<file path="config.mk">
export PLATFORM = sky130hd
export DESIGN_NAME = lcc_store
export DESIGN_NICKNAME = d
export VERILOG_FILES = /design/src/rtl/lcc_reliability_ordering_core_defines.svh /design/src/rtl/lcc_pkg.sv /design/src/rtl/lcc_store.sv
export SDC_FILE = /design/constraint.sdc
export NUM_CORES = 2
export LEC_CHECK = 0
export ABC_AREA = 0
export BUFFER_PORTS_ARGS = -buffer_cell sky130_fd_sc_hd__buf_2
export CORE_AREA = 2 2 291 293
export DETAILED_ROUTE_END_ITERATION = 6
export DIE_AREA = 0 0 293 295
export PLACE_DENSITY = 0.77
export SKIP_CTS_REPAIR_TIMING = 1
export SLEW_MARGIN = 10
export SYNTH_ARGS = -nofsm -noshare
export SYNTH_HDL_FRONTEND = slang
export SYNTH_SLANG_ARGS = --single-unit
</file>
<file path="constraint.sdc">
create_clock -name i_clk -period 15.9 [get_ports i_clk]
set_input_delay 3.18 -clock i_clk [delete_from_list [all_inputs] [get_ports i_clk]]
set_output_delay 3.18 -clock i_clk [all_outputs]
set_load 0.03 [all_outputs]
</file>
<file path="src/rtl/lcc_reliability_ordering_core_defines.svh">
// ----------------------------------------------------------------------------
// LCC reliability ordering assertion macros
// Shared concurrent assertion forms, clocked on i_clk, off during reset.
// ----------------------------------------------------------------------------
`ifndef LCC_RELIABILITY_ORDERING_CORE_DEFINES_SVH
`define LCC_RELIABILITY_ORDERING_CORE_DEFINES_SVH

// same-cycle implication
`define LCC_ASSERT_IMP(lbl, ante, cons, msg) \
    lbl: assert property (@(posedge i_clk) disable iff (!i_rst_n) (ante) |-> (cons)) \
        else $error(msg);

// next-cycle implication
`define LCC_ASSERT_NXT(lbl, ante, cons, msg) \
    lbl: assert property (@(posedge i_clk) disable iff (!i_rst_n) (ante) |=> (cons)) \
        else $error(msg);

`endif

</file>
<file path="src/rtl/lcc_pkg.sv">
// ----------------------------------------------------------------------------
// lcc_pkg
// Widths, word types and the GF(16) power table for the reliability sorter.
// ----------------------------------------------------------------------------
package lcc_pkg;

    localparam int CODE_LENGTH = 15;
    localparam int POS_W       = 4;
    localparam int SYM_W       = 4;
    localparam int REL_W       = 16;
    localparam int GF_W        = 4;
    localparam int RANK_W      = 4;
    localparam int TPC_W       = 3;
    localparam int CNT_W       = $clog2(CODE_LENGTH + 1);
    localparam int PROD_W      = 2 * REL_W;
    localparam int SUM_W       = RANK_W + 1;

    localparam int S_FIELDS_W  = POS_W + SYM_W + REL_W;
    localparam int S_TDATA_W   = ((S_FIELDS_W + 7) / 8) * 8;
    localparam int M_FIELDS_W  = RANK_W + POS_W + 2 * SYM_W + GF_W;
    localparam int M_TDATA_W   = ((M_FIELDS_W + 7) / 8) * 8;
    localparam int M_PAD_W     = M_TDATA_W - M_FIELDS_W;

    typedef struct packed {
        logic [REL_W-1:0] num;
        logic [REL_W-1:0] den;
        logic [POS_W-1:0] pos;
        logic [SYM_W-1:0] hsym;
        logic [SYM_W-1:0] ssym;
    } t_item;

    typedef struct packed {
        logic flush;
        logic shift;
    } t_cell_ctl;

    typedef struct packed {
        logic             wr;
        logic             clear;
        logic [POS_W-1:0] pos;
        logic [SYM_W-1:0] sym;
        logic [REL_W-1:0] rel;
    } t_store_req;

    function automatic logic [GF_W-1:0] alpha_pow(input logic [POS_W-1:0] p);
        logic [GF_W-1:0] v;
        case (p)
            4'd0:    v = 4'd1;
            4'd1:    v = 4'd2;
            4'd2:    v = 4'd4;
            4'd3:    v = 4'd8;
            4'd4:    v = 4'd3;
            4'd5:    v = 4'd6;
            4'd6:    v = 4'd12;
            4'd7:    v = 4'd11;
            4'd8:    v = 4'd5;
            4'd9:    v = 4'd10;
            4'd10:   v = 4'd7;
            4'd11:   v = 4'd14;
            4'd12:   v = 4'd15;
            4'd13:   v = 4'd13;
            4'd14:   v = 4'd9;
            default: v = 4'd1;
        endcase
        return v;
    endfunction

endpackage

</file>
<file path="src/rtl/lcc_store.sv">
// ----------------------------------------------------------------------------
// lcc_store
// Per-position best and second reliabilities with their symbols; one read port
// that presents a position as a ratio word for the sort chain.
// ----------------------------------------------------------------------------
module lcc_store (
    input  logic                   i_clk,
    input  logic                   i_rst_n,
    input  lcc_pkg::t_store_req    i_req,
    input  logic [lcc_pkg::POS_W-1:0] i_rd_pos,
    output lcc_pkg::t_item         o_rd_item
);
    import lcc_pkg::*;

    logic [REL_W-1:0] r_best   [CODE_LENGTH];
    logic [REL_W-1:0] r_second [CODE_LENGTH];
    logic [SYM_W-1:0] r_bsym   [CODE_LENGTH];
    logic [SYM_W-1:0] r_rsym   [CODE_LENGTH];

    always_ff @(posedge i_clk) begin
        for (int e = 0; e < CODE_LENGTH; e++) begin
            if (!i_rst_n || i_req.clear) begin
                r_best[e]   <= '0;
                r_second[e] <= '0;
                r_bsym[e]   <= '0;
                r_rsym[e]   <= '0;
            end else if (i_req.wr && (i_req.pos == POS_W'(e))) begin
                if (i_req.rel > r_best[e]) begin
                    r_second[e] <= r_best[e];
                    r_rsym[e]   <= r_bsym[e];
                    r_best[e]   <= i_req.rel;
                    r_bsym[e]   <= i_req.sym;
                end else if (i_req.rel > r_second[e]) begin
                    r_second[e] <= i_req.rel;
                    r_rsym[e]   <= i_req.sym;
                end
            end
        end
    end

    always_comb begin
        o_rd_item.pos = i_rd_pos;
        if (r_best[i_rd_pos] == '0) begin
            o_rd_item.num  = REL_W'(1);
            o_rd_item.den  = REL_W'(1);
            o_rd_item.hsym = '0;
            o_rd_item.ssym = '0;
        end else begin
            o_rd_item.num  = r_second[i_rd_pos];
            o_rd_item.den  = r_best[i_rd_pos];
            o_rd_item.hsym = r_bsym[i_rd_pos];
            o_rd_item.ssym = r_rsym[i_rd_pos];
        end
    end

endmodule

</file>
After elaboration in Yosys (flattened, before gate mapping)
Memories as Yosys holds them, arrays and structs flattened.
Index checks and enable logic that the tools add are counted.
{"block": "word_totals", "reg_bits": 0, "ram_bits": 600, "in_bits": 32, "out_inout_bits": 44, "mem_count": 4}
{"block": "op_classes", "magnitude_cmp": 30, "eq_ne": 14, "mux": 229, "bitwise_logic": 90, "reduce_logical": 19}
{"memory": "r_best", "words": 15, "width": 16, "read_ports": 16, "rd_clocked_by_memory_dff": 0, "wr": 15, "line": "lcc_store.sv:15", "source": "logic [REL_W-1:0] r_best [CODE_LENGTH];"}
{"memory": "r_second", "words": 15, "width": 16, "read_ports": 16, "rd_clocked_by_memory_dff": 0, "wr": 15, "line": "lcc_store.sv:16", "source": "logic [REL_W-1:0] r_second [CODE_LENGTH];"}
{"memory": "r_bsym", "words": 15, "width": 4, "read_ports": 16, "rd_clocked_by_memory_dff": 0, "wr": 15, "line": "lcc_store.sv:17", "source": "logic [SYM_W-1:0] r_bsym [CODE_LENGTH];"}
{"memory": "r_rsym", "words": 15, "width": 4, "read_ports": 1, "rd_clocked_by_memory_dff": 0, "wr": 15, "line": "lcc_store.sv:18", "source": "logic [SYM_W-1:0] r_rsym [CODE_LENGTH];"}
{"op": "$mux 16", "n": 45}
{"op": "$gt 16x16->1", "n": 30}
{"op": "$mux 4", "n": 45}
{"op": "$mux 1", "n": 137}
{"op": "$or 1x1->1", "n": 90}
{"op": "$mux 32", "n": 1}
{"op": "$eq 4x4->1 const B", "n": 7}
{"op": "$eq 4x3->1 const B", "n": 4}
{"op": "$logic_not 16->1", "n": 1}
{"op": "$logic_and 1x1->1", "n": 15}
{"op": "$eq 4x2->1 const B", "n": 2}
{"op": "$mux 8", "n": 1}
{"op": "$eq 4x1->1 const B", "n": 1}
{"op": "$logic_not 4->1", "n": 1}
{"op": "$logic_not 1->1", "n": 1}
{"op": "$logic_or 1x1->1", "n": 1}

Logic depth before layout (Yosys ltp)
{"block": "logic_depth", "word_depth": 7, "mapped_depth": 11}

Worst setup path after synthesis
Ideal clock, no wire load.
{"block": "synth_path", "kind": "in2out", "start": "in i_rd_pos[0] (netlist bit)", "end": "out o_rd_item[6] (netlist bit)", "arrival_time_ns": 5.930, "required_ns": 12.720, "slack_ns": 6.790, "path_stages": 8, "path_cell_list": "buf_2 -> mux4_2 -> o22a_1 -> a21oi_1 -> nor4_1 -> and4_4 -> buf_6 -> a211oi_1"}
{"item": "start, declared", "line": "lcc_store.sv:10", "source": "input logic [lcc_pkg::POS_W-1:0] i_rd_pos,"}
{"item": "end, declared", "line": "lcc_store.sv:11", "source": "output lcc_pkg::t_item o_rd_item"}

==> results.json <==
{
  "grtUsageTotal": 0.380,
  "path_cells": "buf_8 -> buf_4 -> mux4_2 -> o22ai_1 -> a21oi_1 -> nor4_1 -> and4_4 -> a211oi_1 -> buf_2",
  "core_area_sq_um": 83200,
  "yosys_warnings": 0,
  "first_global_vias": 29216,
  "clock_power_share": 0.381,
  "synth_edf_count": 600,
  "worstPathRequired_ns": 12.72,
  "crit_type": "input port to output port",
  "die_w_microns": 293,
  "syn_avg_cell_area_sq_um": 11.6,
  "hold_path_end": "r_second[12][14]",
  "drtPass1Iterations": 6,
  "port-buffer-count": 75,
  "rsz0062_at_grt": "false",
  "hold_path.class": "register to register",
  "swShare": 0.293,
  "tightest_slew_ns": 1.15,
  "min_period_over_period": 0.671,
  "drv_cap": 0,
  "antenna_found_initial": 27,
  "endpoint_kind": "output port",
  "htreeDepth": 3,
  "insertion_delay_ns": 0.63,
  "gp_congestion": 1.08,
  "clock-sinks": 600,
  "finalHoldViolCount": 0,
  "drc": 0,
  "worstReg2RegStart": "r_best[9][9]",
  "ys_seq_area_frac": 0.437,
  "yosysMostFrequentCell": "edfxtp_1",
  "synth_cell_types": 46,
  "r2r_cells": 9,
  "r2r_end": "r_second[9][2]",
  "die_y_microns": 295,
  "irDropWorstVdd_uv": 65.6,
  "postPlaceCellArea_sq_um": 42800,
  "nets": 4061,
  "crit_slowest_cell": "buf_4",
  "yosys-top-cells-area": "edfxtp_1 44%, ha_1 15%, mux4_2 7.8%",
  "dieArea_sq_um": 86400,
  "postRouteWirelength_microns": 166000,
  "clk_path_buf_depth": 3,
  "grt_max_degree": 84,
  "cpPeakStageDelay_ns": 0.85,
  "tns_ns": 0,
  "yosys.area.top_type": "edfxtp_1",
  "fin_crit_ns": 10.66,
  "syn_nets": 4071,
  "grt_overflow": 0,
  "p_leak_nw": 18.8,
  "antenna_left": 0,
  "critical_path_arrival_ns": 7.48,
  "finalSetupViolCount": 0,
  "clock_skew_ns": 0.0344,
  "ys.flop_type": "edfxtp_1",
  "ioPinCount": 76,
  "hpwl_microns": 124000,
  "drt-vias-per-instance": 6.93,
  "slew_headroom": 0.226,
  "status": "complete, no violations",
  "p_comb_frac": 0.156,
  "syn_inst": 3559,
  "cts-root-buf": "clkbuf_16",
  "path_buf_inv": 3,
  "cts_tree": "built",
  "start_util": 0.496,
  "crit_fanout": 83,
  "grt_pass1_wl_microns": 230000,
  "vias": 32462,
  "synthesis.area_sq_um": 41200,
  "hold-path-cell-count": 1,
  "pwr-share-seq": 0.464,
  "rows": 106,
  "final_design_area_no_fill_sq_um": 44900,
  "min-delay-start": "r_best[12][14]",
  "synth-seq-cells": 600,
  "synth_top_area_share": 0.437,
  "clk_pin_slew_worst_paths_ns": 0.06,
  "power_density_nw_per_um2": 92.8,
  "cp_top_family": "buffers and inverters",
  "synthTopCellsByCount": "600 x edfxtp_1, 480 x ha_1, 453 x inv_1",
  "ys_async_sr_fraction": 0,
  "fmax_ghz": 0.0938,
  "cts_buffers": 69,
  "internal_power_mw": 2.95,
  "finalMaxSlewViolations": 0,
  "drive_above_1_share": 0.129,
  "first_iter_violations": 4877,
  "cp-start-kind": "input port",
  "multiInputGateArea_sq_um": 20700,
  "area_delta_synth_final_pct": 8.96,
  "p_switching_mw": 1.22,
  "fillerInstances": 7028,
  "seqCellArea_sq_um": 18000,
  "r2r_setup_slack_ns": 11.55,
  "wire_per_inst_microns": 35.3
}
## metal layers
metal	vias to the layer above	routed length, microns	GRT usage
met5	-	116	0
li1	13466	-	-
met1	16129	63900	0.530
met4	18	9180	0.173
met2	2403	67300	0.538
met3	446	25000	0.126
## layout make-up
class,count,area share
tap,1080,0.0301
inverter,455,0.0380
antenna,7,0.000390
clock buffer,91,0.0412
timing repair buffer,153,0.0229
sequential,600,0.401
clock inverter,29,0.00632
multi-input combinational,2270,0.460
## sequential cells by signal (all words and copies together) (netlist names)
signal / count
r_best: 240
r_second: 240
r_bsym: 60
r_rsym: 60
## cells by family after synthesis
kind of cell / count (synthesis) / synth area share
compound gates: 823 / 0.151
fa+ha+maj: 480 / 0.146
buf+inv: 689 / 0.0661
flops: 600 / 0.437
mux: 171 / 0.0849
simple gates: 796 / 0.115
## worst reg2reg max path: stages (launching register included)
cell and delay, ns:
edfxtp_1 0.59, inv_1 0.09, ha_1 0.30, a21o_1 0.16, a21o_1 0.17, a21oi_1 0.14, o21ai_0 0.09, o31ai_1 0.92
and4_1 0.92, or2_2 0.60
## stage by stage
stage | hold slack, ns | util | instances | setup slack, ns | power [mW]
3_5_place_dp | 0.545 | 0.514 | 4558 | 5.46 | 2.58
4_1_cts | 0.553 | 0.540 | 4678 | 5.46 | 4.14
6_report | 0.559 | 0.540 | 4685 | 5.24 | 4.17
5_1_grt | 0.580 | 0.540 | 4679 | 5.15 | 4.27
2_1_floorplan | 0.523 | - | 3559 | 6.79 | 2.27
3_3_place_gp | 0.543 | 0.514 | 4558 | 5.52 | 2.57
## power groups by stage
| stage | combinational (mW) | clock [mW] | sequential, mW |
|---|---|---|---|
| 2_1_floorplan | 0.406 | 0 | 1.87 |
| 3_3_place_gp | 0.617 | 0 | 1.95 |
| 3_5_place_dp | 0.632 | 0 | 1.95 |
| 4_1_cts | 0.635 | 1.59 | 1.92 |
| 5_1_grt | 0.698 | 1.65 | 1.92 |
| 6_report | 0.650 | 1.59 | 1.93 |
## how the worst max path moves through the flow
stage / end / slack [ns] / cells past startpoint / from
global route: o_rd_item[6] / 5.15 / 10 / i_rd_pos[0]
floorplan: o_rd_item[6] / 6.79 / 8 / i_rd_pos[0]
detailed placement: o_rd_item[6] / 5.46 / 9 / i_rd_pos[0]
global placement: o_rd_item[6] / 5.52 / 9 / i_rd_pos[0]
finish: o_rd_item[6] / 5.24 / 9 / i_rd_pos[0]
CTS: o_rd_item[6] / 5.46 / 9 / i_rd_pos[0]
## layout by cell type, fill, tap and decap left out, types with 12 or more instances in the layout
cell type,synthesis,routed
mux4_2,143,143
and2_1,179,179
a22o_1,231,231
nand3_1,18,18
and4_1,33,33
nor3_1,17,13
clkinv_1,2,15
nand4_1,132,132
o22ai_1,15,15
nor2b_1,58,56
nand2_1,76,76
a32o_1,32,32
clkbuf_16,0,71
o21a_1,70,70
o21ai_0,68,67
o2bb2ai_1,37,37
clkbuf_1,169,20
nor2_1,51,50
o22a_1,30,30
buf_2,49,65
ha_1,480,480
edfxtp_1,600,600
buf_4,11,84
inv_1,453,452
a21oi_1,102,102
mux2i_1,28,28
o211a_1,12,12
a21o_1,182,182
or2_2,45,45
and3_1,157,157
No activity file was read; power rests on OpenSTA's default activity.
