--- src/rtl/lcc_reliability_ordering_core_defines.svh ---
// ----------------------------------------------------------------------------
// LCC reliability ordering assertion macros
// Shared concurrent assertion forms, clocked on i_clk, off during reset.
// ----------------------------------------------------------------------------
`ifndef LCC_RELIABILITY_ORDERING_CORE_DEFINES_SVH
`define LCC_RELIABILITY_ORDERING_CORE_DEFINES_SVH

// same-cycle implication
`define LCC_ASSERT_IMP(lbl, ante, cons, msg) \
    lbl: assert property (@(posedge i_clk) disable iff (!i_rst_n) (ante) |-> (cons)) \
        else $error(msg);

// next-cycle implication
`define LCC_ASSERT_NXT(lbl, ante, cons, msg) \
    lbl: assert property (@(posedge i_clk) disable iff (!i_rst_n) (ante) |=> (cons)) \
        else $error(msg);

`endif

--- src/rtl/lcc_pkg.sv ---
// ----------------------------------------------------------------------------
// lcc_pkg
// Widths, word types and the GF(16) power table for the reliability sorter.
// ----------------------------------------------------------------------------
package lcc_pkg;

    localparam int CODE_LENGTH = 15;
    localparam int POS_W       = 4;
    localparam int SYM_W       = 4;
    localparam int REL_W       = 16;
    localparam int GF_W        = 4;
    localparam int RANK_W      = 4;
    localparam int TPC_W       = 3;
    localparam int CNT_W       = $clog2(CODE_LENGTH + 1);
    localparam int PROD_W      = 2 * REL_W;
    localparam int SUM_W       = RANK_W + 1;

    localparam int S_FIELDS_W  = POS_W + SYM_W + REL_W;
    localparam int S_TDATA_W   = ((S_FIELDS_W + 7) / 8) * 8;
    localparam int M_FIELDS_W  = RANK_W + POS_W + 2 * SYM_W + GF_W;
    localparam int M_TDATA_W   = ((M_FIELDS_W + 7) / 8) * 8;
    localparam int M_PAD_W     = M_TDATA_W - M_FIELDS_W;

    typedef struct packed {
        logic [REL_W-1:0] num;
        logic [REL_W-1:0] den;
        logic [POS_W-1:0] pos;
        logic [SYM_W-1:0] hsym;
        logic [SYM_W-1:0] ssym;
    } t_item;

    typedef struct packed {
        logic flush;
        logic shift;
    } t_cell_ctl;

    typedef struct packed {
        logic             wr;
        logic             clear;
        logic [POS_W-1:0] pos;
        logic [SYM_W-1:0] sym;
        logic [REL_W-1:0] rel;
    } t_store_req;

    function automatic logic [GF_W-1:0] alpha_pow(input logic [POS_W-1:0] p);
        logic [GF_W-1:0] v;
        case (p)
            4'd0:    v = 4'd1;
            4'd1:    v = 4'd2;
            4'd2:    v = 4'd4;
            4'd3:    v = 4'd8;
            4'd4:    v = 4'd3;
            4'd5:    v = 4'd6;
            4'd6:    v = 4'd12;
            4'd7:    v = 4'd11;
            4'd8:    v = 4'd5;
            4'd9:    v = 4'd10;
            4'd10:   v = 4'd7;
            4'd11:   v = 4'd14;
            4'd12:   v = 4'd15;
            4'd13:   v = 4'd13;
            4'd14:   v = 4'd9;
            default: v = 4'd1;
        endcase
        return v;
    endfunction

endpackage

--- src/rtl/lcc_cell.sv ---
// ----------------------------------------------------------------------------
// lcc_cell
// One insertion-sort cell: keep the word that ranks first, pass the other on;
// shift left towards the chain head as results are taken; empty during load.
// ----------------------------------------------------------------------------
module lcc_cell (
    input  logic               i_clk,
    input  logic               i_rst_n,
    input  lcc_pkg::t_cell_ctl i_ctl,
    input  logic               i_in_v,
    input  lcc_pkg::t_item     i_in,
    input  logic               i_right_v,
    input  lcc_pkg::t_item     i_right,
    output logic               o_held_v,
    output lcc_pkg::t_item     o_held,
    output logic               o_pass_v,
    output lcc_pkg::t_item     o_pass
);
    import lcc_pkg::*;

    logic              r_held_v, n_held_v;
    logic              r_pass_v, n_pass_v;
    t_item             r_held, n_held;
    t_item             r_pass, n_pass;
    logic [PROD_W-1:0] w_lhs, w_rhs;
    logic              w_before;

    assign w_lhs    = PROD_W'(i_in.num) * PROD_W'(r_held.den);
    assign w_rhs    = PROD_W'(r_held.num) * PROD_W'(i_in.den);
    assign w_before = (w_lhs < w_rhs) || ((w_lhs == w_rhs) && (i_in.pos < r_held.pos));

    always_comb begin
        n_held_v = r_held_v;
        n_held   = r_held;
        n_pass_v = 1'b0;
        n_pass   = r_pass;
        if (i_ctl.flush) begin
            n_held_v = 1'b0;
        end else if (i_ctl.shift) begin
            n_held_v = i_right_v;
            n_held   = i_right;
        end else if (i_in_v) begin
            if (!r_held_v) begin
                n_held_v = 1'b1;
                n_held   = i_in;
            end else if (w_before) begin
                n_held   = i_in;
                n_pass_v = 1'b1;
                n_pass   = r_held;
            end else begin
                n_pass_v = 1'b1;
                n_pass   = i_in;
            end
        end
    end

    always_ff @(posedge i_clk) begin
        if (!i_rst_n) begin
            r_held_v <= 1'b0;
            r_pass_v <= 1'b0;
        end else begin
            r_held_v <= n_held_v;
            r_pass_v <= n_pass_v;
        end
    end

    always_ff @(posedge i_clk) begin
        r_held <= n_held;
        r_pass <= n_pass;
    end

    assign o_held_v = r_held_v;
    assign o_held   = r_held;
    assign o_pass_v = r_pass_v;
    assign o_pass   = r_pass;

endmodule

--- config.mk ---
export PLATFORM = sky130hd
export DESIGN_NAME = lcc_cell
export DESIGN_NICKNAME = d
export VERILOG_FILES = /design/src/rtl/lcc_reliability_ordering_core_defines.svh /design/src/rtl/lcc_pkg.sv /design/src/rtl/lcc_cell.sv
export SDC_FILE = /design/constraint.sdc
export NUM_CORES = 1
export LEC_CHECK = 0
export BUFFER_PORTS_ARGS = -buffer_cell sky130_fd_sc_hd__buf_2
export CAP_MARGIN = 20
export CORE_ASPECT_RATIO = 0.6
export CORE_MARGIN = 5
export CORE_UTILIZATION = 40
export CTS_CLUSTER_DIAMETER = 150
export DETAILED_ROUTE_END_ITERATION = 10
export PLACE_DENSITY = 0.55
export SETUP_SLACK_MARGIN = 0.2
export SLEW_MARGIN = 20
export SYNTH_ARGS = -nofsm -noshare
export SYNTH_HDL_FRONTEND = slang
export SYNTH_SLANG_ARGS = --single-unit
--- constraint.sdc ---
create_clock -name i_clk -period 12 [get_ports i_clk]
set_input_delay 1.2 -clock i_clk [delete_from_list [all_inputs] [get_ports i_clk]]
set_output_delay 1.2 -clock i_clk [all_outputs]
set_load 0.05 [all_outputs]
== Word-level counts from Yosys, hierarchy flattened ==
Cells that the tools add are included.
Word-level totals
  register bits after elaboration: 90
  output and inout port bits: 90
  logic and storage cells: 37
Operators by class
  multipliers: 2
  order comparisons: 2
  equal/unequal tests: 2
  multiplexer cells: 8
  bitwise gates (word level): 4
  reduce and logical (&&, ||, !) cells: 7
Operator list (number)
  $mux 44: 5
  $mul 16x16->32: 2
  $eq 32x32->1: 1
  $lt 32x32->1: 1
  $lt 4x4->1: 1
  $not 1->1: 4
  $reduce_and 4->1: 1
  $reduce_or 4->1: 1
  $mux 1: 3
  $ne 3x2->1 const B: 1
  $reduce_and 3->1: 1
  $reduce_bool 2->1: 1
  $reduce_or 2->1: 1
  $logic_and 1x1->1: 1
  $logic_or 1x1->1: 1

== Depth between registers and ports, before layout ==
Gate-level depths: netlist of the first run.
  word-level depth: 8
  depth in mapped cells: 32

== Least setup slack after synthesis of the first run ==
No wires, ideal clock.
  path kind: input-to-reg
  from: input i_in[19] (netlist name)
  to: register r_held (netlist bit o_held[0]), enable pin
  setup time: 0.408 ns
  arrival time: 9.424 ns
  setup slack: 2.169 ns
  cell stages on the path: 32
  cells stage by stage: clkbuf_1 -> clkbuf_1 -> nand2_1 -> fa_1 -> inv_1 -> fa_1 -> inv_1 -> fa_1 -> inv_1 -> fa_1 -> fa_1 -> inv_1 -> fa_1 -> inv_1 -> ha_1 -> buf_2 -> a21oi_2 -> o21ai_1 -> or3b_1 -> a211o_1 -> a31o_2 -> a31oi_1 -> xor2_1 -> ha_1 -> nand4_2 -> nor3_1 -> nand4_1 -> a211oi_2 -> o21ba_4 -> a21oi_4 -> buf_12 -> o221a_1
On the way
  longest elaborated chain between the ends: 6
  elaborated cells on any way between the ends: 7
Ends and longest elaborated chain
  start: declaration: line lcc_cell.sv:11  | input lcc_pkg::t_item i_in,
  $mul 16x16->32 *: line lcc_cell.sv:29  | assign w_rhs = PROD_W'(r_held.num) * PROD_W'(i_in.den);
  parallel branches: the longest is 2 deep, another holds $lt 32x32->1
  $logic_or 1x1->1 *: line lcc_cell.sv:30  | assign w_before = (w_lhs < w_rhs) || ((w_lhs == w_rhs) && (i_in.pos < r_held.pos));
  $ne 3x2->1 (no source line) *
  $reduce_and 3->1 (no source line) *
  end signal: assignment: line lcc_cell.sv:68  | r_held <= n_held;
  end: declaration: line lcc_cell.sv:23  | t_item r_held, n_held;
Every way passes the cells marked *.
A chain may end at the register's enable or synchronous reset.

== Worst setup path after layout of the first run ==
  from: input i_in[14] (netlist name)
  to: register r_held (netlist bit o_held[25]), enable pin
Same word-level chain as after synthesis.

==> results_dict.tcl, run 1 <==
set metrics [dict create \
    status "complete, no violations" \
    nNetsFinal 3131 \
    grt_max_degree 49 \
    hold_class "register to register" \
    crit_arrival_ns 9.61 \
    final_common_cell "inv_1" \
    ioPinCount 184 \
    yosysWarnings 0 \
    cts.repair.resized 0 \
    port_buffers 183 \
    yosysSeqAreaShare_pct 12.3 \
    critPathCaptureType "register" \
    grt_overflow 0 \
    htree_levels 3 \
    wire_per_inst_um 20.5 \
    synth-main-ff-cell "edfxtp_1" \
    crit_path_frequent_cell "fa_1" \
    max_freq_mhz 105 \
    required_ns 12.07 \
    wl_met3_um 5340 \
    clk_pin_slew_ns 0.07 \
    grt_usage_pct 22.0 \
    grt_pass1_wl_um 102000 \
    wirelength_um 64100 \
    chipWidth_um 312 \
    cts_tree "built" \
    rsz0062_at_grt "false" \
    numCtsBuffers 9 \
    crit_slowest_cell "o221a_2" \
    cts_buffer_depth 2 \
    drive_gt1_share_pct 12.8 \
    synth.distinct_cells 59 \
    die_h_um 191 \
    fillers 5346 \
    netlist_instances 2295 \
    worstMarginPinSlew_ns 1.06 \
    setup_viol 0 \
    synth_top_cell_by_area "fa_1" \
    clk_latency_ns 0.37 \
    dp_slack_ns 2.06 \
    rows 66 \
    synth_area_um2 21900 \
    finClkSkew_ns 0.0139 \
    report.final.slew_viol_count 0 \
    netlist.area_leader.share_pct 35.5 \
    ys_seq_elements 90 \
    dieArea_um2 59700 \
    gp_congestion 0.888 \
    first_pass_iters 5 \
    antenna_found_initial 6 \
    post_cts_buffers 0 \
    num_vias 16100 \
    wl_met1_um 31200 \
    grt_pass1_vias 17200 \
    cts_sinks 90 \
    ctsHoldBuffers 0 \
    final_hold_viol_count 0 \
    path_max_fanout 33 \
    relSlewSlack_pct 29.2 \
    area_growth_pct 8.10 \
    start_util_pct 40.4 \
    synth_area_leaders "fa_1 (35%), ha_1 (14%), edfxtp_1 (12%)" \
    wl_met2_um 26700 \
    fin_ws_ns 2.46 \
    avgSynthCellArea_um2 9.54 \
    path_class "input pin to register" \
    highest_layer "met5" \
    root_buffer "clkbuf_16" \
    via_per_inst 5.15 \
    synth_edf_count 88 \
    drtAntennaViolNets 0 \
    fin_setup_tns_ns 0 \
    hpwl_um 51800 \
    drc 0 \
    cpPeakStageDelay_ns 0.92 \
    cp-start-kind "input pin" \
    fin_crit_ns 9.54 \
    timing.hold.ws_ns 0.578 \
    final_cell_mix "inv_1 (476), fa_1 (388), nand2_1 (317)" \
    fin_crit_sh_pct 79.5 \
    coreArea_um2 54200 \
    drt-initial-drc-count 1055 \
    syn_nets 3020 \
    ys_async_sr_fraction_pct 0 \
    drv_cap 0 \
]
[kinds of logic (layout without fill, tap and decap cells)]
kind of cell / after synthesis / in the layout / share of synthesized area [%]
simple gates: 652 / 652 / 14.7
mux: 89 / 89 / 5.24
flops: 90 / 90 / 12.3
buf+inv: 571 / 687 / 10.1
xor+xnor: 57 / 57 / 2.28
fa+ha+maj: 631 / 631 / 49.4
compound gates: 205 / 205 / 6.07
other cells: 0 / 2 / 0
[metrics by stage]
stage / utilization (%) / instances / area (µm²)
floorplan: - / 2295 / 21900
global route: 43.7 / 3125 / 23700
finish: 43.7 / 3127 / 23700
global placement: 43.1 / 3109 / 23400
detailed placement: 43.1 / 3109 / 23400
CTS: 43.7 / 3125 / 23700
[layer usage]
| metal | global-route usage (%) | vias up |
|---|---|---|
| met4 | 3.77 | 4 |
| met2 | 32.7 | 532 |
| met3 | 5.89 | 50 |
| met5 | 0 | - |
| li1 | - | 7329 |
| met1 | 32.7 | 8174 |
[critical path, delay by kind of cell]
family | cells | cell delay [ns]
adder cells (fa/ha/maj) | 8 | 3.81
AO/OA/AOI/OAI | 8 | 2.52
AND/OR/NAND/NOR | 6 | 1.01
buffers and inverters | 5 | 0.87
XOR/XNOR | 1 | 0.17
[state kept, by name, summed over array words and instances (netlist names)]
signal and cells:
o_pass_v 1, o_held_v 1, o_pass 44, o_held 44
[path summary, 6_finish.rpt]
check | end | from | slack (ns) | cells after the start
setup reg to reg | o_held[25] | o_held[37] | 2.56 | 27
setup / recovery | o_held[25] | i_in[14] | 2.46 | 28
hold / removal | o_pass[2] | o_held[2] | 0.58 | 1
hold reg to reg | o_pass[2] | o_held[2] | 0.58 | 1
[synth_stat cells (10+ instances only)]
library cell	instances
mux2_4	39
o21ai_0	33
o21bai_1	10
ha_1	243
fa_1	388
a21o_1	34
nand2_1	317
and2_1	238
nor2b_1	11
a21oi_1	67
nor3_1	11
nand3_1	11
xnor2_1	37
clkbuf_1	89
nand4_1	14
edfxtp_1	88
nor2_1	25
xor2_1	20
mux2_2	49
inv_1	476
[layout make-up]
class	count	area [µm²]	area share, %
Inverter	476	1790	7.55
Timing Repair Buffer	195	1010	4.25
Clock buffer	9	225	0.952
Multi-Input combinational cell	1634	17000	71.8
Clock inverter	7	63.8	0.270
Sequential cell	90	2680	11.3
Antenna cell	2	5.00	0.0211
Tap cell	714	893	3.77
Power of run 1 is not shown: default switching activity piles up to over one toggle a cycle in this logic, so the estimate is an artifact.
==> inputs of run 2 (changes only) <==
- clock period: 12 -> 9.3 ns (I/O delays scaled with it)
==> run 2 against run 1 <==
Core utilization rose by 0.72 points. First-iteration DRC count grew 4.1%. Sequential share of layout area is 0.18 points lower. Setup slack lost 1.8 ns. Cell count up 1.4%. Via count grew 1.9%. Die area unchanged. Hold slack better by 0.015 ns. Non-clock buffer count grew 45. Count of clock-buffer cells in the layout unchanged. Critical path depth grew 1. Critical endpoint is now o_held[37].
==> results_dict.tcl, run 2 (synthesis results as in run 1) <==
set metrics [dict create \
    cpPeakStageDelay_ns 0.58 \
    fin_crit_sh_pct 93.2 \
    hpwl_um 54200 \
    ioPinCount 184 \
    first_pass_iters 5 \
    via_per_inst 5.17 \
    gp_congestion 0.932 \
    cts_tree "built" \
    wirelength_um 65900 \
    drtAntennaViolNets 0 \
    wl_met2_um 27600 \
    cp-start-kind "input pin" \
    chipWidth_um 312 \
    status "complete, no violations" \
    cts_buffer_depth 2 \
    crit_path_frequent_cell "fa_1" \
    grt_pass1_vias 17300 \
    dieArea_um2 59700 \
    register_area_um2 2680 \
    path_class "input pin to register" \
    relSlewSlack_pct 40.0 \
    root_buffer "clkbuf_16" \
    grt_pass1_wl_um 103000 \
    hold_class "register to register" \
    diodes 0 \
    port_buffers 183 \
    path_max_fanout 32 \
    crit_arrival_ns 8.71 \
    finClkSkew_ns 0.0155 \
    drv_cap 0 \
    die_h_um 191 \
    fin_setup_tns_ns 0 \
    multi_input_area_um2 17000 \
    final_cell_mix "inv_1 (476), fa_1 (388), nand2_1 (317)" \
    wl_met3_um 5440 \
    drive_gt1_share_pct 14.5 \
    max_freq_mhz 115 \
    nNetsFinal 3176 \
    crit_slowest_cell "fa_1" \
    final_common_cell "inv_1" \
    coreArea_um2 54200 \
    final_hold_viol_count 0 \
    wl_met1_um 31600 \
    fin_crit_ns 8.66 \
    rows 66 \
    num_vias 16400 \
    cp_num_buf_inv 6 \
    highest_layer "met4" \
    clk_latency_ns 0.36 \
    cts_sinks 90 \
    clk_pin_slew_ns 0.08 \
    grt_usage_pct 22.3 \
    area_growth_pct 9.88 \
    start_util_pct 40.4 \
    required_ns 9.35 \
    grt_max_degree 49 \
    drt-initial-drc-count 1098 \
    drc 0 \
    htree_levels 3 \
    setup_viol 0 \
    numCtsBuffers 9 \
    worstMarginPinSlew_ns 0.897 \
    rsz0062_at_grt "false" \
    report.final.slew_viol_count 0 \
    critPathCaptureType "register" \
    antenna_found_initial 3 \
    wire_per_inst_um 20.8 \
    cp_top_family "adder cells" \
    fillers 5261 \
    grt_overflow 0 \
]
[run 2: cell types whose count changed in the layout (fill, tap and decap cells not counted), sizes merged]
cell	delta
diode	-2
buf	+44
inv	+2
clkinvlp	-1
clkinv	-1
clkbuf	+1
[run 2: cell type report]
class | instances | share of cell area [%]
multi-input combinational | 1634 | 70.7
sequential | 90 | 11.2
inverter | 476 | 7.43
timing repair buffer | 240 | 5.72
tap | 714 | 3.71
clock buffer | 9 | 0.936
clock inverter | 7 | 0.317
[run 2: final timing paths]
check / start / to / slack, ns / cells after the start
setup / recovery: i_in[35] / o_held[37] / 0.64 / 29
hold / removal: o_held[7] / o_pass[7] / 0.59 / 1
setup reg to reg: o_held[19] / o_held[37] / 0.74 / 28
hold reg to reg: o_held[7] / o_pass[7] / 0.59 / 1
[run 2: through the flow]
stage,area (µm²),hold slack [ns],util [%],worst slack [ns],std cells
after floorplan,21900,0.881,-,0.210,2295
after global placement,23700,0.562,43.7,0.237,3146
after detailed placement,23700,0.569,43.7,0.173,3146
after CTS,24000,0.589,44.2,0.482,3162
after global routing,24100,0.610,44.4,0.209,3170
final,24100,0.592,44.4,0.637,3170
[run 2: routing by layer]
layer,vias up,global-route usage [%]
met5,-,0
met4,0,3.82
met3,62,5.05
met2,619,34.0
met1,8296,33.1
li1,7416,-
[run 2: timing repair]
item                                    in CTS  in global routing
endpoints found under the setup margin       0                 88
endpoints found under the hold margin        0                  0
hold buffers                                 0                  0
gates resized for setup                      0                  4
setup buffers                                0                  8
Power of run 2 is left out for the same reason.
==> inputs of run 3 (changes only) <==
- CORE_UTILIZATION: 40 -> 63
- PLACE_DENSITY: 0.55 -> 0.81
- RECOVER_POWER: not set -> 25
==> run 3 against run 2 <==
The flow now finishes with violations (max-capacitance violations, max-slew violations). Design area down 1.8%. Setup slack worse by 0.0068 ns. Maximum frequency about the same. Register-to-register slack worse by 0.09 ns. Cell count down 8.3%. Die area down 35%. Global-route usage up 9.8 points. Count of clock-buffer cells in the layout unchanged. Clock skew up 0.0041 ns. Core utilization up 25 points. Sequential share of layout area up 0.21 points. Routed wire length down 6.1%. Highest routed layer unchanged.
==> results_dict.tcl, run 3 (synthesis results as in run 1) <==
set metrics [dict create \
    coreArea_um2 34000 \
    hold_class "register to register" \
    drv_cap 1 \
    drive_gt1_share_pct 12.4 \
    die_h_um 154 \
    via_per_inst 5.89 \
    port_buffers 183 \
    htree_levels 3 \
    dieArea_um2 38700 \
    root_buffer "clkbuf_16" \
    final_cell_mix "inv_1 (476), fa_1 (388), nand2_1 (317)" \
    clk_pin_slew_ns 0.08 \
    antenna_found_initial 5 \
    gp_congestion 0.974 \
    cts_buffer_depth 2 \
    num_vias 17100 \
    rsz0062_at_grt "false" \
    chipWidth_um 251 \
    critPathCaptureType "register" \
    crit-reg2reg-launch "o_held[35]" \
    crit_arrival_ns 8.78 \
    r2r_slack_ns 0.65 \
    start_util_pct 64.3 \
    grt_pass1_wl_um 98200 \
    first_pass_iters 5 \
    area_growth_pct 7.85 \
    drtAntennaViolNets 0 \
    path_class "input pin to register" \
    required_ns 9.41 \
    cp-start-kind "input pin" \
    rr_worst_depth 28 \
    hpwl_um 50700 \
    cts_tree "built" \
    reg2reg_to "o_pass[3]" \
    violations "max-capacitance violations, max-slew violations" \
    final_common_cell "inv_1" \
    nNetsFinal 3163 \
    cts_sinks 90 \
    report.final.slew_viol_count 49 \
    relSlewSlack_pct -116 \
    numCtsBuffers 9 \
    fin_crit_ns 8.67 \
    final_hold_viol_count 0 \
    ioPinCount 184 \
    clk_latency_ns 0.36 \
    wirelength_um 61800 \
    fin_crit_sh_pct 93.2 \
    grt_pass1_vias 18100 \
    drc 0 \
    dp_slack_ns 0.220 \
    finClkSkew_ns 0.0196 \
    grt_usage_pct 32.2 \
    fillers 2577 \
    max_freq_mhz 115 \
    ctsHoldBuffers 0 \
    drt-initial-drc-count 1706 \
    status "complete, but fails checks" \
    hp-start "o_held[7]" \
    fin_ws_ns 0.630 \
    worstMarginPinSlew_ns 3.23 \
    hold-path-endpoint "o_pass[7]" \
    hold_depth 1 \
    wire_per_inst_um 21.3 \
    path_max_fanout 18 \
    fin_setup_tns_ns 0 \
    grt_max_degree 49 \
    rows 52 \
    setup_viol 0 \
    grt_overflow 0 \
]
-- run 3: cell types whose count changed in the layout (fill, tap and decap cells not counted) --
cell / change
clkbuf_1: +39
mux2_1: +1
clkinv_4: +1
inv_8: -1
diode_2: +5
inv_6: -1
nor3b_2: -1
clkbuf_4: -1
nor3b_4: +1
buf_4: -15
buf_6: +1
clkinv_8: +1
mux2_2: -1
buf_2: -37
-- run 3: area by class of cell --
| type | instances | area [µm²] | share of cell area [%] |
|---|---|---|---|
| sequential | 90 | 2680 | 11.4 |
| clock buffer | 9 | 225 | 0.954 |
| inverter | 476 | 1790 | 7.57 |
| clock inverter | 7 | 81.3 | 0.344 |
| tap | 459 | 574 | 2.43 |
| timing repair buffer | 227 | 1230 | 5.20 |
| antenna | 5 | 12.5 | 0.0530 |
| multi-input combinational | 1634 | 17000 | 72.1 |
-- run 3: worst max path at each step --
stage | startpoint | end | slack [ns] | cells past startpoint
after floorplan | i_in[19] | o_held[0] | 0.21 | 32
after CTS | i_in[13] | o_pass[43] | 0.56 | 27
after global placement | i_in[13] | o_pass[43] | 0.45 | 28
after detailed placement | i_in[13] | o_pass[43] | 0.22 | 27
final | i_in[13] | o_pass[3] | 0.63 | 28
after global routing | i_in[13] | o_held[20] | 0.22 | 28
-- run 3: what timing repair did --
item | CTS | global route
buffers inserted | 0 | 2
gates resized for setup | 0 | 4
setup endpoints to repair | 0 | 83
-- run 3: critical path: stages --
cell and delay [ns]:
buf_2 0.35, nand2_1 0.14, fa_1 0.55, fa_1 0.59, fa_1 0.46, fa_1 0.56, inv_1 0.06, fa_1 0.53
inv_1 0.07, fa_1 0.49, inv_1 0.05, ha_1 0.36, a21oi_1 0.17, nor2b_1 0.06, o31ai_1 0.34, nand3b_1 0.24
a221oi_2 0.36, o21ai_1 0.12, xnor2_1 0.15, ha_1 0.31, nand4_2 0.12, nor3_1 0.28, nand4_1 0.20, a211oi_2 0.18
o21ba_4 0.18, a21oi_4 0.23, buf_4 0.32, mux2_2 0.37
-- run 3: per-layer routing --
layer / track usage [%] / wire length [µm]
met1: 44.4 / 24900
met2: 49.7 / 27200
met3: 9.47 / 7750
met4: 10.0 / 2020
met5: 0 / 0
-- run 3: metrics by stage --
| step | hold slack [ns] | area [µm²] | utilization (%) | instances |
|---|---|---|---|---|
| after floorplan | 0.881 | 21900 | - | 2295 |
| after global placement | 0.556 | 23300 | 68.5 | 2884 |
| after detailed placement | 0.566 | 23300 | 68.5 | 2884 |
| after CTS | 0.588 | 23600 | 69.4 | 2900 |
| after global routing | 0.620 | 23600 | 69.4 | 2907 |
| final | 0.589 | 23600 | 69.4 | 2907 |
Power of run 3 is left out for the same reason.
